==> src/rtl/inic_pkg.sv <==
package inic_pkg;

  localparam int unsigned OFFSET_BITS_DEF = 48;
  localparam int unsigned FILE_END_W      = 48;
  localparam int unsigned NODE_SIZE_W     = 16;
  localparam int unsigned KEY_CNT_W       = 16;
  localparam int unsigned CRC_W           = 32;
  localparam int unsigned BYTE_W          = 8;
  localparam int unsigned CMD_FIFO_DEPTH  = 4;

  localparam int unsigned APB_DATA_W = 64;
  localparam int unsigned APB_ADDR_W = 5;

  localparam logic [CRC_W-1:0]       CRC_POLY       = 32'hedb88320;
  localparam logic [NODE_SIZE_W-1:0] NODE_SIZE_RST  = 16'd8192;

  // Register indexes, taken from paddr[4:3].
  localparam logic [1:0] REG_FILE_END  = 2'd0;
  localparam logic [1:0] REG_NODE_SIZE = 2'd1;
  localparam logic [1:0] REG_CRC_EN    = 2'd2;

  localparam logic OP_HEADER = 1'b0;
  localparam logic OP_BYTE   = 1'b1;

  typedef enum logic [1:0] {
    ST_OK_UNCHECKED = 2'd0,
    ST_CRC_MATCH    = 2'd1,
    ST_CORRUPT      = 2'd2,
    ST_CRC_MISMATCH = 2'd3
  } status_e;

  typedef enum logic [1:0] {
    CMD_CORRUPT   = 2'd0,
    CMD_UNCHECKED = 2'd1,
    CMD_COLLECT   = 2'd2,
    CMD_BYTE      = 2'd3
  } cmd_kind_e;

  typedef struct packed {
    cmd_kind_e             kind;
    logic [KEY_CNT_W-1:0]  key_cnt;
    logic [CRC_W-1:0]      crc;
    logic [BYTE_W-1:0]     data;
  } cmd_t;

  typedef struct packed {
    logic [FILE_END_W-1:0]  file_end;
    logic [NODE_SIZE_W-1:0] node_size;
    logic                   crc_en;
  } cfg_t;

  // One byte of a reflected CRC-32, processed bit by bit.
  function automatic logic [CRC_W-1:0] crc_byte(logic [CRC_W-1:0] crc,
                                                logic [BYTE_W-1:0] b);
    logic [CRC_W-1:0] c;
    c = {24'd0, crc[7:0] ^ b};
    for (int k = 0; k < 8; k++) begin
      c = c[0] ? ((c >> 1) ^ CRC_POLY) : (c >> 1);
    end
    return c ^ (crc >> 8);
  endfunction

endpackage

==> src/rtl/inic_in_if.sv <==
interface inic_in_if import inic_pkg::*; #(
  parameter int unsigned OFFSET_BITS = OFFSET_BITS_DEF
) ();
  logic                   valid;
  logic                   ready;
  logic                   operation;
  logic [OFFSET_BITS-1:0] right_sibling;
  logic [OFFSET_BITS-1:0] left_sibling;
  logic [KEY_CNT_W-1:0]   key_byte_count;
  logic [CRC_W-1:0]       stored_crc;
  logic [BYTE_W-1:0]      data_byte;

  modport source (
    output valid, operation, right_sibling, left_sibling, key_byte_count, stored_crc,
           data_byte,
    input  ready
  );
  modport sink (
    input  valid, operation, right_sibling, left_sibling, key_byte_count, stored_crc,
           data_byte,
    output ready
  );
endinterface

==> src/rtl/inic_front.sv <==
module inic_front import inic_pkg::*; #(
  parameter int unsigned OFFSET_BITS = OFFSET_BITS_DEF
) (
  input  logic       clk_i,
  input  logic       rst_ni,
  inic_in_if.sink    req_i,
  input  cfg_t       cfg_i,
  input  logic       full_i,
  output logic       push_o,
  output cmd_t       cmd_o
);

  localparam int unsigned CMP_W = (OFFSET_BITS > FILE_END_W) ? OFFSET_BITS : FILE_END_W;
  localparam int unsigned LIM_W = (OFFSET_BITS < FILE_END_W) ? OFFSET_BITS : FILE_END_W;
  localparam int unsigned CNT_W = $clog2(OFFSET_BITS + 1);

  localparam logic [1:0] FS_IDLE = 2'd0;
  localparam logic [1:0] FS_DIV  = 2'd1;
  localparam logic [1:0] FS_PUSH = 2'd2;

  logic [1:0]             state_q, state_d;
  logic [CNT_W-1:0]       cnt_q, cnt_d;
  logic [OFFSET_BITS-1:0] rs_q, ls_q;
  logic [NODE_SIZE_W-1:0] rem_r_q, rem_l_q;
  logic [KEY_CNT_W-1:0]   kb_q;
  logic [CRC_W-1:0]       sc_q;
  logic                   chk_q;

  logic             ready, acc, is_hdr;
  logic [CMP_W-1:0] lim, rs_ext, ls_ext;
  logic             cheap_bad;

  // One restoring step of the remainder: bring in the next offset bit.
  function automatic logic [NODE_SIZE_W-1:0] rem_step(logic [NODE_SIZE_W-1:0] r,
                                                      logic b,
                                                      logic [NODE_SIZE_W-1:0] d);
    logic [NODE_SIZE_W:0] t;
    t = {r, b};
    if (t >= {1'b0, d}) begin
      t = t - {1'b0, d};
    end
    return t[NODE_SIZE_W-1:0];
  endfunction

  assign ready       = (state_q == FS_IDLE) && !full_i;
  assign req_i.ready = ready;
  assign acc         = req_i.valid && ready;
  assign is_hdr      = (req_i.operation == OP_HEADER);

  assign lim    = CMP_W'(cfg_i.file_end[LIM_W-1:0]);
  assign rs_ext = CMP_W'(req_i.right_sibling);
  assign ls_ext = CMP_W'(req_i.left_sibling);

  // A zero node size always fails the key count test, so a header with a zero node
  // size never reaches the remainder unit.
  assign cheap_bad = (rs_ext > lim) || (ls_ext > lim) ||
                     (req_i.key_byte_count == '0) ||
                     (req_i.key_byte_count > cfg_i.node_size);

  always_comb begin
    state_d = state_q;
    cnt_d   = cnt_q;
    push_o  = 1'b0;
    cmd_o   = '0;
    unique case (state_q)
      FS_IDLE: begin
        if (acc) begin
          if (!is_hdr) begin
            push_o     = 1'b1;
            cmd_o.kind = CMD_BYTE;
            cmd_o.data = req_i.data_byte;
          end else if (cheap_bad) begin
            push_o     = 1'b1;
            cmd_o.kind = CMD_CORRUPT;
          end else begin
            state_d = FS_DIV;
            cnt_d   = CNT_W'(OFFSET_BITS);
          end
        end
      end
      FS_DIV: begin
        cnt_d = cnt_q - CNT_W'(1);
        if (cnt_q == CNT_W'(1)) begin
          state_d = FS_PUSH;
        end
      end
      FS_PUSH: begin
        if (!full_i) begin
          push_o        = 1'b1;
          cmd_o.key_cnt = kb_q;
          cmd_o.crc     = sc_q;
          if ((rem_r_q != '0) || (rem_l_q != '0)) begin
            cmd_o.kind = CMD_CORRUPT;
          end else if (chk_q) begin
            cmd_o.kind = CMD_COLLECT;
          end else begin
            cmd_o.kind = CMD_UNCHECKED;
          end
          state_d = FS_IDLE;
        end
      end
      default: state_d = FS_IDLE;
    endcase
  end

  always_ff @(posedge clk_i or negedge rst_ni) begin
    if (!rst_ni) begin
      state_q <= FS_IDLE;
      cnt_q   <= '0;
    end else begin
      state_q <= state_d;
      cnt_q   <= cnt_d;
    end
  end

  always_ff @(posedge clk_i) begin
    if (acc && is_hdr) begin
      rs_q    <= req_i.right_sibling;
      ls_q    <= req_i.left_sibling;
      rem_r_q <= '0;
      rem_l_q <= '0;
      kb_q    <= req_i.key_byte_count;
      sc_q    <= req_i.stored_crc;
      chk_q   <= cfg_i.crc_en && (req_i.stored_crc != '0);
    end else if (state_q == FS_DIV) begin
      rs_q    <= rs_q << 1;
      ls_q    <= ls_q << 1;
      rem_r_q <= rem_step(rem_r_q, rs_q[OFFSET_BITS-1], cfg_i.node_size);
      rem_l_q <= rem_step(rem_l_q, ls_q[OFFSET_BITS-1], cfg_i.node_size);
    end
  end

endmodule

==> src/flat_wrapper.sv <==
// flat-port wrapper written by rule: the top's interface ports become plain ports
module inic_front_flat import inic_pkg::*;
#(
  parameter int unsigned OFFSET_BITS = OFFSET_BITS_DEF
)
  (clk_i, rst_ni, cfg_i, full_i, push_o, cmd_o, req_i_valid, req_i_operation, req_i_right_sibling, req_i_left_sibling, req_i_key_byte_count, req_i_stored_crc, req_i_data_byte, req_i_ready);
  inic_in_if #(.OFFSET_BITS(OFFSET_BITS)) req_i_i ();
  input  logic clk_i;
  input  logic rst_ni;
  input  cfg_t cfg_i;
  input  logic full_i;
  output logic push_o;
  output cmd_t cmd_o;
  input wire logic [$bits(req_i_i.valid)-1:0] req_i_valid;
  input wire logic [$bits(req_i_i.operation)-1:0] req_i_operation;
  input wire logic [$bits(req_i_i.right_sibling)-1:0] req_i_right_sibling;
  input wire logic [$bits(req_i_i.left_sibling)-1:0] req_i_left_sibling;
  input wire logic [$bits(req_i_i.key_byte_count)-1:0] req_i_key_byte_count;
  input wire logic [$bits(req_i_i.stored_crc)-1:0] req_i_stored_crc;
  input wire logic [$bits(req_i_i.data_byte)-1:0] req_i_data_byte;
  output wire logic [$bits(req_i_i.ready)-1:0] req_i_ready;
  assign req_i_i.valid = req_i_valid;
  assign req_i_i.operation = req_i_operation;
  assign req_i_i.right_sibling = req_i_right_sibling;
  assign req_i_i.left_sibling = req_i_left_sibling;
  assign req_i_i.key_byte_count = req_i_key_byte_count;
  assign req_i_i.stored_crc = req_i_stored_crc;
  assign req_i_i.data_byte = req_i_data_byte;
  assign req_i_ready = req_i_i.ready;
  inic_front #(.OFFSET_BITS(OFFSET_BITS)) u_core (.clk_i(clk_i), .rst_ni(rst_ni), .req_i(req_i_i), .cfg_i(cfg_i), .full_i(full_i), .push_o(push_o), .cmd_o(cmd_o));
endmodule
==> config.mk <==
export PLATFORM = sky130hd
export DESIGN_NAME = inic_front_flat
export DESIGN_NICKNAME = d
export VERILOG_FILES = /design/src/rtl/inic_pkg.sv /design/src/rtl/inic_in_if.sv /design/src/rtl/inic_front.sv /design/src/flat_wrapper.sv
export SDC_FILE = /design/constraint.sdc
export NUM_CORES = 1
export LEC_CHECK = 0
export CAP_MARGIN = 40
export CORE_ASPECT_RATIO = 1.75
export CORE_MARGIN = 2
export CORE_UTILIZATION = 50
export DETAILED_ROUTE_END_ITERATION = 7
export DONT_BUFFER_PORTS = 1
export PLACE_DENSITY = 0.61
export RECOVER_POWER = 50
export SETUP_SLACK_MARGIN = 0.05
export SLEW_MARGIN = 20
export SYNTH_ARGS = -nofsm -noshare
export SYNTH_HDL_FRONTEND = slang
export SYNTH_SLANG_ARGS = --single-unit
==> constraint.sdc <==
create_clock -name clk_i -period 5.25 [get_ports clk_i]
set_input_delay 1.05 -clock clk_i [delete_from_list [all_inputs] [get_ports clk_i]]
set_output_delay 1.05 -clock clk_i [all_outputs]
set_load 0.05 [all_outputs]
# --- Word-level counts from Yosys, hierarchy flattened ---
# Cells that the tools add are included.
totals:
  word_cells: 75
  in_bits: 222
  regBits: 185
  output_inout_bits: 60
classes:
  magnitude_cmp: 5
  bitwise: 1
  mux: 31
  reduce_logical: 18
  n_eq_ne: 8
  add_sub_neg: 3
ops:
  columns: ["cell", "count"]
  rows:
  - ["two-way mux 48 bit", 5]
  - ["greater-than comparator 48 bit", 2]
  - ["two-way mux 50 bit", 1]
  - [">= comparator 17 x 16 -> 1 bit", 2]
  - ["two-way mux 16 bit", 2]
  - ["nonzero test 16 bit", 2]
  - ["nonzero test 32 bit", 1]
  - ["subtractor 16 bit", 2]
  - ["two-way mux 8 bit", 3]
  - ["two-way mux 2 bit", 9]
  - ["two-way mux 6 bit", 3]
  - ["greater-than comparator 16 bit", 1]
  - ["zero test 16 bit", 1]
  - ["case mux 6 bit (2 select lines)", 1]
  - ["equality test 6 x 1 -> 1 bit (second input constant)", 1]
  - ["inequality test 2 bit (second input constant)", 3]
  - ["case mux 2 bit (3 select lines)", 1]
  - ["subtractor 6 x 1 -> 6 bit (second input constant)", 1]
  - ["AND reduction 5 bit", 1]
  - ["logical AND 1 bit", 4]
  - ["logical OR 1 bit", 4]
  - ["two-way mux 1 bit", 4]
  - ["inequality test 2 x 1 -> 1 bit (second input constant)", 2]
  - ["case mux 2 bit (2 select lines)", 1]
  - ["8 further kinds", 9]

# --- Depth between registers and ports, before layout ---
# Gate-level depths: netlist of the first run.
logic_depth:
  word_depth: 8
  mapped_depth: 11
  ltp_nobuf: 11

# --- Worst setup path before layout of the first run ---
# Ideal clock, no wire load.
synth_timing:
  path_kind: "input-to-reg"
  from: "input port full_i"
  to: "register u_core.ls_q[0] (enable)"
  required_ns: 4.801
  setup_time_ns: 0.449
  n_path_buf: 1
  cell_stages: 6
  arrival_time_ns: 4.934
  path_slack_ns: -0.133
  path_cell_list: "nor3_1 nand2_1 nor2_1 nor2_1 clkbuf_1 inv_1"
synth_between:
  elab_chain_cells: 5
synth_rtl:
  columns: ["element", "line_no", "source"]
  rows:
  - ["from (decl)", "flat_wrapper.sv:11", "input logic full_i;"]
  - ["zero test 1 bit", "inic_front.sv:45", "assign ready = (state_q == FS_IDLE) && !full_i;"]
  - ["logical AND 1 bit", "inic_front.sv:45", null]
  - ["logical AND 1 bit", "inic_front.sv:47", "assign acc = req_i.valid && ready;"]
  - ["logical AND 1 bit", "inic_front.sv:117", "if (acc && is_hdr) begin"]
  - ["nonzero test 2 bit (no source line)", null, null]
  - ["to (signal assigned)", "inic_front.sv:119", "ls_q <= req_i.left_sibling;"]
  - ["to (signal assigned)", "inic_front.sv:127", "ls_q <= ls_q << 1;"]
  - ["to (decl)", "inic_front.sv:23", "logic [OFFSET_BITS-1:0] rs_q, ls_q;"]
# Every way passes these cells.
# A chain may end at the register's enable or synchronous reset.

# --- Worst setup path in the final report of the first run ---
layout_timing:
  from: "input port full_i"
  to: "register u_core.ls_q[12] (enable)"
layout_between:
  elab_chain_cells: 5
layout_rtl:
  columns: ["element", "line_no", "source"]
  rows:
  - ["zero test 1 bit", "inic_front.sv:45", null]
  - ["logical AND 1 bit", "inic_front.sv:45", null]
  - ["net req_i_ready", "flat_wrapper.sv:21", "output wire logic [$bits(req_i_i.ready)-1:0] req_i_ready;"]
  - ["logical AND 1 bit", "inic_front.sv:47", null]
  - ["logical AND 1 bit", "inic_front.sv:117", null]
  - ["nonzero test 2 bit (no source line)", null, null]
# The timed path passes the listed nets, and every way through them passes these cells.

==> impl_metrics.tcl, run 1 <==
set metrics [dict create \
    critical_path.startpoint_type "primary input" \
    post_cts.resized_instances 0 \
    final-max-slew-violation-count 154 \
    pwr-share-clk_pct 21.5 \
    clock_tree_from_tritoncts "done" \
    io_buffer_count 0 \
    number_of_flops_mapped_to_enable_cells_by_yosys 145 \
    startpoint_to_endpoint_class_of_the_critical_path "in2reg" \
    reg_to_reg_endpoint "u_core.ls_q[12]$_DFFE_PP_" \
    cts-htree-levels 4 \
    r2r_cells 8 \
    grt_start_max_net_pins 154 \
    layout-drive-gt1-share_pct 14.8 \
    setup_viol 0 \
    synth-main-ff-cell "edfxtp_1" \
    slew-limit-headroom_pct -40.0 \
    post_cts.repair.setup_buffers 0 \
    ir_drop_mv 0.342 \
    dr.pass1.iters 4 \
    seqPwrFrac_pct 39.9 \
    route.final.wire_length_um 31100 \
    timing.rr.start "u_core.state_q[0]$_DFFE_PN0P_" \
    yosysSeqAreaShare_pct 43.1 \
    post_drt_wl_per_cell_um 22.0 \
    ctsHoldBuffers 0 \
    die_y_um 209 \
    timing.critical_path.slowest_cell_delay_ns 1.16 \
    detailroute.wirelength.met2_um 16600 \
    largest_fanout_of_any_net_on_the_critical_path 34 \
    cts_max_path_buffers 2 \
    synthDistinctLibCells 72 \
    area_delta_synth_final_pct 8.30 \
    post_drt_via_cell_ratio 5.97 \
    ios 282 \
    drt_iter0_drc 442 \
    die-area_mm2 0.0254 \
    crit_slowest_cell "clkinvlp_2" \
    total_length_of_routed_met3_wires_um 1730 \
    clockRootBuffer "clkbuf_16" \
    vias 8452 \
    cp_cell_sequence "nor3_1 > clkbuf_1 > nand2_1 > nor2_1 > nor2_1 > clkbuf_1 > clkinvlp_2 > buf_2" \
    grt_antenna_before_repair 0 \
    fmax_mhz 216 \
    power.static_leakage_nw 5.27 \
    worst-slew-pin-transition_ns 2.10 \
    cts_num_sinks 185 \
    die_width_um 121 \
    fillCellCount 2158 \
    final_weighted_congestion_in_routability_driven_placement 0.875 \
    clkSlewWorstSetupHoldPaths_ns 0.07 \
    final_worst_path_period_need_ns 4.62 \
    synthesis.area_per_instance_um2 11.1 \
    fin_setup_tns_ns 0 \
    share_of_synthesized_registers_carrying_an_async_set_or_reset_pct 4.32 \
    switching_power_mw 2.20 \
    whs_ns 0.295 \
    cap_violations 1 \
    num_antenna_cells 0 \
    drcViolationCount 0 \
    failed_checks "capacitance limit, slew limit" \
    gr-total-overflow 0 \
    min_path_type "in2async" \
    global_route.usage.total_pct 24.8 \
    final_net_count 1464 \
    antenna_violating_nets_post_route 0 \
    critical_path.endpoint_type "flip-flop" \
    grt_pass1_wl_um 47600 \
    grt_pass1_vias 8778 \
    hpwl_after_detailed_placement_um 24500 \
    synthesis.area_mm2 0.0120 \
    wl_met1_um 11200 \
    path_delay_family "buffers and inverters" \
    clk-insertion-delay-late_ns 0.45 \
    status "complete, but fails checks" \
    rsz_0062_raised_after_global_routing "false" \
    critPathArrivalTime_ns 4.72 \
    comb_power_share_pct 38.6 \
    critPathBufInv 4 \
    finalClockSkew_ns 0.00783 \
    layout_worst_path_cycle_share_pct 88.1 \
    top_signal_layer_used "met4" \
    placeableCoreArea_mm2 0.0238 \
    cts_buffers 17 \
    finalHoldViolations 0 \
    synthesis.instances 1090 \
    worstPathRequired_ns 5.34 \
    synthesis.yosys.warnings 0 \
    mappedNetlistNets 1460 \
    r2r_setup_slack_ns 0.76 \
    power_switching_share_pct 34.4 \
    start_util_pct 50.5 \
    num_rows 75 \
    power_per_cell_area_mw_per_mm2 489 \
    postSynthRegisterBits 185 \
    intPower_mw 4.19 \
]
==> cell families (layout without fill, tap and decap cells) <==
group / count (synthesis) / after routing / synth area share [%]
xor gates and xnor gates: 20 / 20 / 1.45
muxes: 117 / 117 / 10.7
AOI/OAI and AO/OA: 211 / 211 / 12.0
adders and majority gates: 148 / 148 / 15.5
buffers and inverters: 107 / 124 / 3.57
DFF: 185 / 185 / 43.1
and+or+nand+nor: 302 / 302 / 13.7
==> layout by cell type, fill, tap and decap left out, types with 11 or more instances in the layout <==
master	instances
nand3_1	16
nand4_1	30
a21oi_1	65
nor3_1	18
and2_1	57
xnor2_1	17
nor2b_1	14
nor4_1	28
a21o_1	19
o21ai_1	11
ha_1	146
edfxtp_1	145
nand2_1	69
inv_1	79
mux2_2	94
o21ai_0	38
dfxtp_1	32
mux2i_1	21
nor2_1	30
clkbuf_16	17
==> layer usage <==
layer	track usage, %	vias up
li1	-	4103
met1	25.7	4028
met2	44.9	256
met3	6.01	65
met4	13.8	0
met5	0	-
==> power by group through the flow <==
stage                     Combinational (mW)  Clock [mW]  Sequential [mW]
final                                   2.46        1.37             2.55
after global routing                    2.74        1.46             2.61
after CTS                               2.50        1.41             2.54
after detailed placement                2.49           0             2.57
after global placement                  2.40           0             2.57
after floorplan                         1.98           0             2.50
==> how the worst max path moves through the flow <==
| stage | from | to | cells past startpoint |
|---|---|---|---|
| 2_1_floorplan | full_i | u_core.chk_q$_DFFE_PP_ | 5 |
| 3_3_place_gp | cfg_i[28] | push_o | 9 |
| 3_5_place_dp | cfg_i[29] | push_o | 9 |
| 5_1_grt | full_i | u_core.ls_q[12]$_DFFE_PP_ | 8 |
| 6_report | full_i | u_core.ls_q[12]$_DFFE_PP_ | 8 |
| 4_1_cts | cfg_i[29] | push_o | 9 |
==> final cells by class <==
type                            count  area (um2)  share of cell area (%)
Multi-Input combinational cell    798        6430                    49.3
Sequential cell                   185        5190                    39.8
Clock buffer                       18         429                    3.29
Tap cell                          308         385                    2.95
Inverter                           80         302                    2.31
Clock inverter                     14         188                    1.44
Timing Repair Buffer               12         116                   0.892
==> registers in the layout (all words and copies together), names as in the netlist <==
register        flops
u_core.cnt_q        6
u_core.rem_l_q     16
u_core.rem_r_q     16
u_core.state_q      2
u_core.rs_q        48
u_core.kb_q        16
u_core.ls_q        48
u_core.chk_q        1
u_core.sc_q        32
==> cells in the mapped netlist (all sizes together) (10+ instances only) <==
| master | instances | share of area, % |
|---|---|---|
| mux2i | 21 | 1.7 |
| o21ai | 51 | 2.3 |
| xnor2 | 17 | 1.2 |
| nor4 | 30 | 1.7 |
| nand4 | 30 | 1.6 |
| ha | 146 | 15 |
| nand3 | 16 | 0.66 |
| inv | 80 | 2.5 |
| nor3 | 18 | 0.75 |
| and2 | 59 | 3.1 |
| clkbuf | 12 | 0.37 |
| o22ai | 10 | 0.57 |
| a221o | 10 | 0.83 |
| nor2 | 30 | 0.93 |
| nor2b | 15 | 0.78 |
| nand2 | 69 | 2.2 |
| a21oi | 68 | 3.0 |
| buf | 15 | 0.71 |
| a21o | 19 | 1.2 |
| edfxtp | 145 | 36 |
| dfxtp | 32 | 5.3 |
| mux2 | 96 | 9.0 |
==> metrics by stage <==
step	instance area (um2)	util [%]	instances	setup slack (ns)	total power, mW
finish	13000	54.7	1415	0.626	6.38
global route	13000	54.7	1415	0.402	6.81
CTS	13100	54.9	1415	0.554	6.45
detailed placement	12500	52.4	1383	0.572	5.06
global placement	12400	52.0	1378	0.582	4.97
floorplan	12000	-	1090	0.311	4.48
No activity file was read; power rests on OpenSTA's default activity.
==> inputs of run 2 (changes only) <==
==> constraint.sdc (replaced) <==
create_clock -name clk_i -period 5.25 [get_ports clk_i]
set_input_delay 0.2625 -clock clk_i [delete_from_list [all_inputs] [get_ports clk_i]]
set_output_delay 0.2625 -clock clk_i [all_outputs]
set_load 0.05 [all_outputs]
==> run 2 against run 1 <==
  * The flow now finishes without violations
  * Clock-buffer cell count fell by 1
  * Critical endpoint is now u_core.ls_q[13]$_DFFE_PP_
  * Largest cell class unchanged
  * Hold slack got worse by 0.26 ns
  * Sequential share of layout area fell by 1.4 points
  * First-iteration DRC count fell by 23%
  * Highest routed layer unchanged
  * Routed wire length rose by 0.28%
  * Final area rose by 3.8%
  * Critical path depth rose by 1
  * Combinational power barely moved
  * Total power fell by 0.53%
  * Sequential power barely moved
  * Largest power group unchanged
  * Clock skew rose by 0.0024 ns
==> impl_metrics.tcl, run 2 (synthesized netlist as in run 1, its figures left out) <==
set metrics [dict create \
    cts-htree-levels 4 \
    layout_common_cells "ha_1 (146), edfxtp_1 (145), mux2_2 (94)" \
    timing.critical_path.slowest_cell_delay_ns 0.62 \
    die_width_um 121 \
    final-max-slew-violation-count 0 \
    start_util_pct 50.5 \
    sink_of_the_worst_hold_path "u_core.rs_q[18]$_DFFE_PP_" \
    cts_num_sinks 185 \
    drt_iter0_drc 339 \
    crit_slowest_cell "clkbuf_1" \
    layout.core_utilization_pct 56.8 \
    fin_setup_tns_ns 0 \
    placeableCoreArea_mm2 0.0238 \
    gr-total-overflow 0 \
    ir_drop_mv 0.333 \
    ios 282 \
    min_path_type "in2reg" \
    grt_start_max_net_pins 154 \
    slew-limit-headroom_pct 12.8 \
    critical_path.startpoint_type "flip-flop" \
    cp-startpoint "u_core.state_q[0]$_DFFE_PN0P_" \
    holdPathStages 1 \
    grt_antenna_before_repair 0 \
    layout_worst_path_cycle_share_pct 71.2 \
    post_cts.repair.setup_buffers 0 \
    dp.cells 1380 \
    timing.rr.start "u_core.state_q[0]$_DFFE_PN0P_" \
    num_antenna_cells 0 \
    post_drt_via_cell_ratio 5.90 \
    place_worst_setup_slack_ns 2.15 \
    crit_cells 9 \
    clkSlewWorstSetupHoldPaths_ns 0.08 \
    layout_cells_excl_fill 1464 \
    critical_path.endpoint_type "flip-flop" \
    fmax_mhz 267 \
    cts_buffers 17 \
    reg_to_reg_endpoint "u_core.ls_q[13]$_DFFE_PP_" \
    num_rows 75 \
    dr.pass1.iters 5 \
    worst-slew-pin-transition_ns 1.31 \
    grt_pass1_vias 8973 \
    startpoint_to_endpoint_class_of_the_critical_path "reg2reg" \
    die-area_mm2 0.0254 \
    cap_violations 0 \
    area_delta_synth_final_pct 12.4 \
    mostFrequentLayoutCell "ha_1" \
    critPathBufInv 5 \
    io_buffer_count 0 \
    registers_with_the_most_flip_flops "u_core.ls_q (48), u_core.rs_q (48), u_core.sc_q (32)" \
    largest_fanout_of_any_net_on_the_critical_path 62 \
    p_total_mw 6.35 \
    critPathArrivalTime_ns 3.85 \
    antenna_violating_nets_post_route 0 \
    post_cts.resized_instances 0 \
    finalHoldViolations 0 \
    clk-insertion-delay-late_ns 0.45 \
    drcViolationCount 0 \
    rsz_0062_raised_after_global_routing "false" \
    final_worst_path_period_need_ns 3.74 \
    finalClockSkew_ns 0.0102 \
    hpwl_after_detailed_placement_um 23900 \
    cp_cell_sequence "nor3_1 > clkbuf_1 > nand2_1 > nor2_1 > nor2_1 > clkbuf_1 > inv_4 > buf_16 > buf_4" \
    whs_ns 0.0297 \
    power_per_cell_area_mw_per_mm2 469 \
    setup_viol 0 \
    status "completed" \
    route.final.wire_length_um 31200 \
    post_drt_wl_per_cell_um 21.3 \
    grt_pass1_wl_um 47300 \
    clock_tree_from_tritoncts "done" \
    die_y_um 209 \
    r2r_cells 9 \
    vias 8640 \
    layout-drive-gt1-share_pct 14.0 \
    worstPathRequired_ns 5.36 \
    power.static_leakage_nw 5.45 \
    final_net_count 1513 \
    path_delay_family "buffers and inverters" \
    global_route.usage.total_pct 24.6 \
    clockRootBuffer "clkbuf_16" \
    cts_max_path_buffers 2 \
    fillCellCount 2126 \
    post-route-worst-setup-slack_ns 1.51 \
    postLayoutCellArea_mm2 0.0135 \
    placement.cell_area_mm2 0.0124 \
    r2r_setup_slack_ns 1.51 \
    hp-start "req_i_right_sibling[18]" \
    final_weighted_congestion_in_routability_driven_placement 0.885 \
]
==> run 2: per-layer routing <==
metal	wire length (um)	share of wire, %	global-route usage (%)
met1	11200	36	24.6
met2	16700	54	45.7
met3	1840	5.9	6.58
met4	1460	4.7	12.5
met5	0	0	0
==> run 2: worst max-delay path by stage <==
stage | to | slack [ns]
finish | u_core.ls_q[13]$_DFFE_PP_ | 1.51
global route | u_core.ls_q[13]$_DFFE_PP_ | 1.27
CTS | push_o | 2.12
detailed placement | push_o | 2.15
global placement | push_o | 2.12
floorplan | u_core.ls_q[0]$_SDFFCE_PN0P_ | 0.47
==> run 2: repair_timing <==
item / CTS / global route
setup endpoints to repair: 0 / 0
hold endpoints to repair: 59 / 0
hold buffers: 51 / 0
==> run 2: cell type report <==
class | instances | area (um2) | share of cell area (%)
Clock buffer | 17 | 425 | 3.14
Clock inverter | 15 | 170 | 1.26
Inverter | 80 | 303 | 2.24
Multi-Input combinational cell | 798 | 6430 | 47.5
Sequential cell | 185 | 5190 | 38.4
Tap cell | 308 | 385 | 2.85
Timing Repair Buffer | 61 | 631 | 4.66
==> run 2: where the power goes <==
group	switching, mW	leakage, nW	internal, mW
sequential	0.258	1.74	2.30
combinational	1.33	3.42	1.15
clock	0.631	0.290	0.684
total	2.22	5.45	4.13
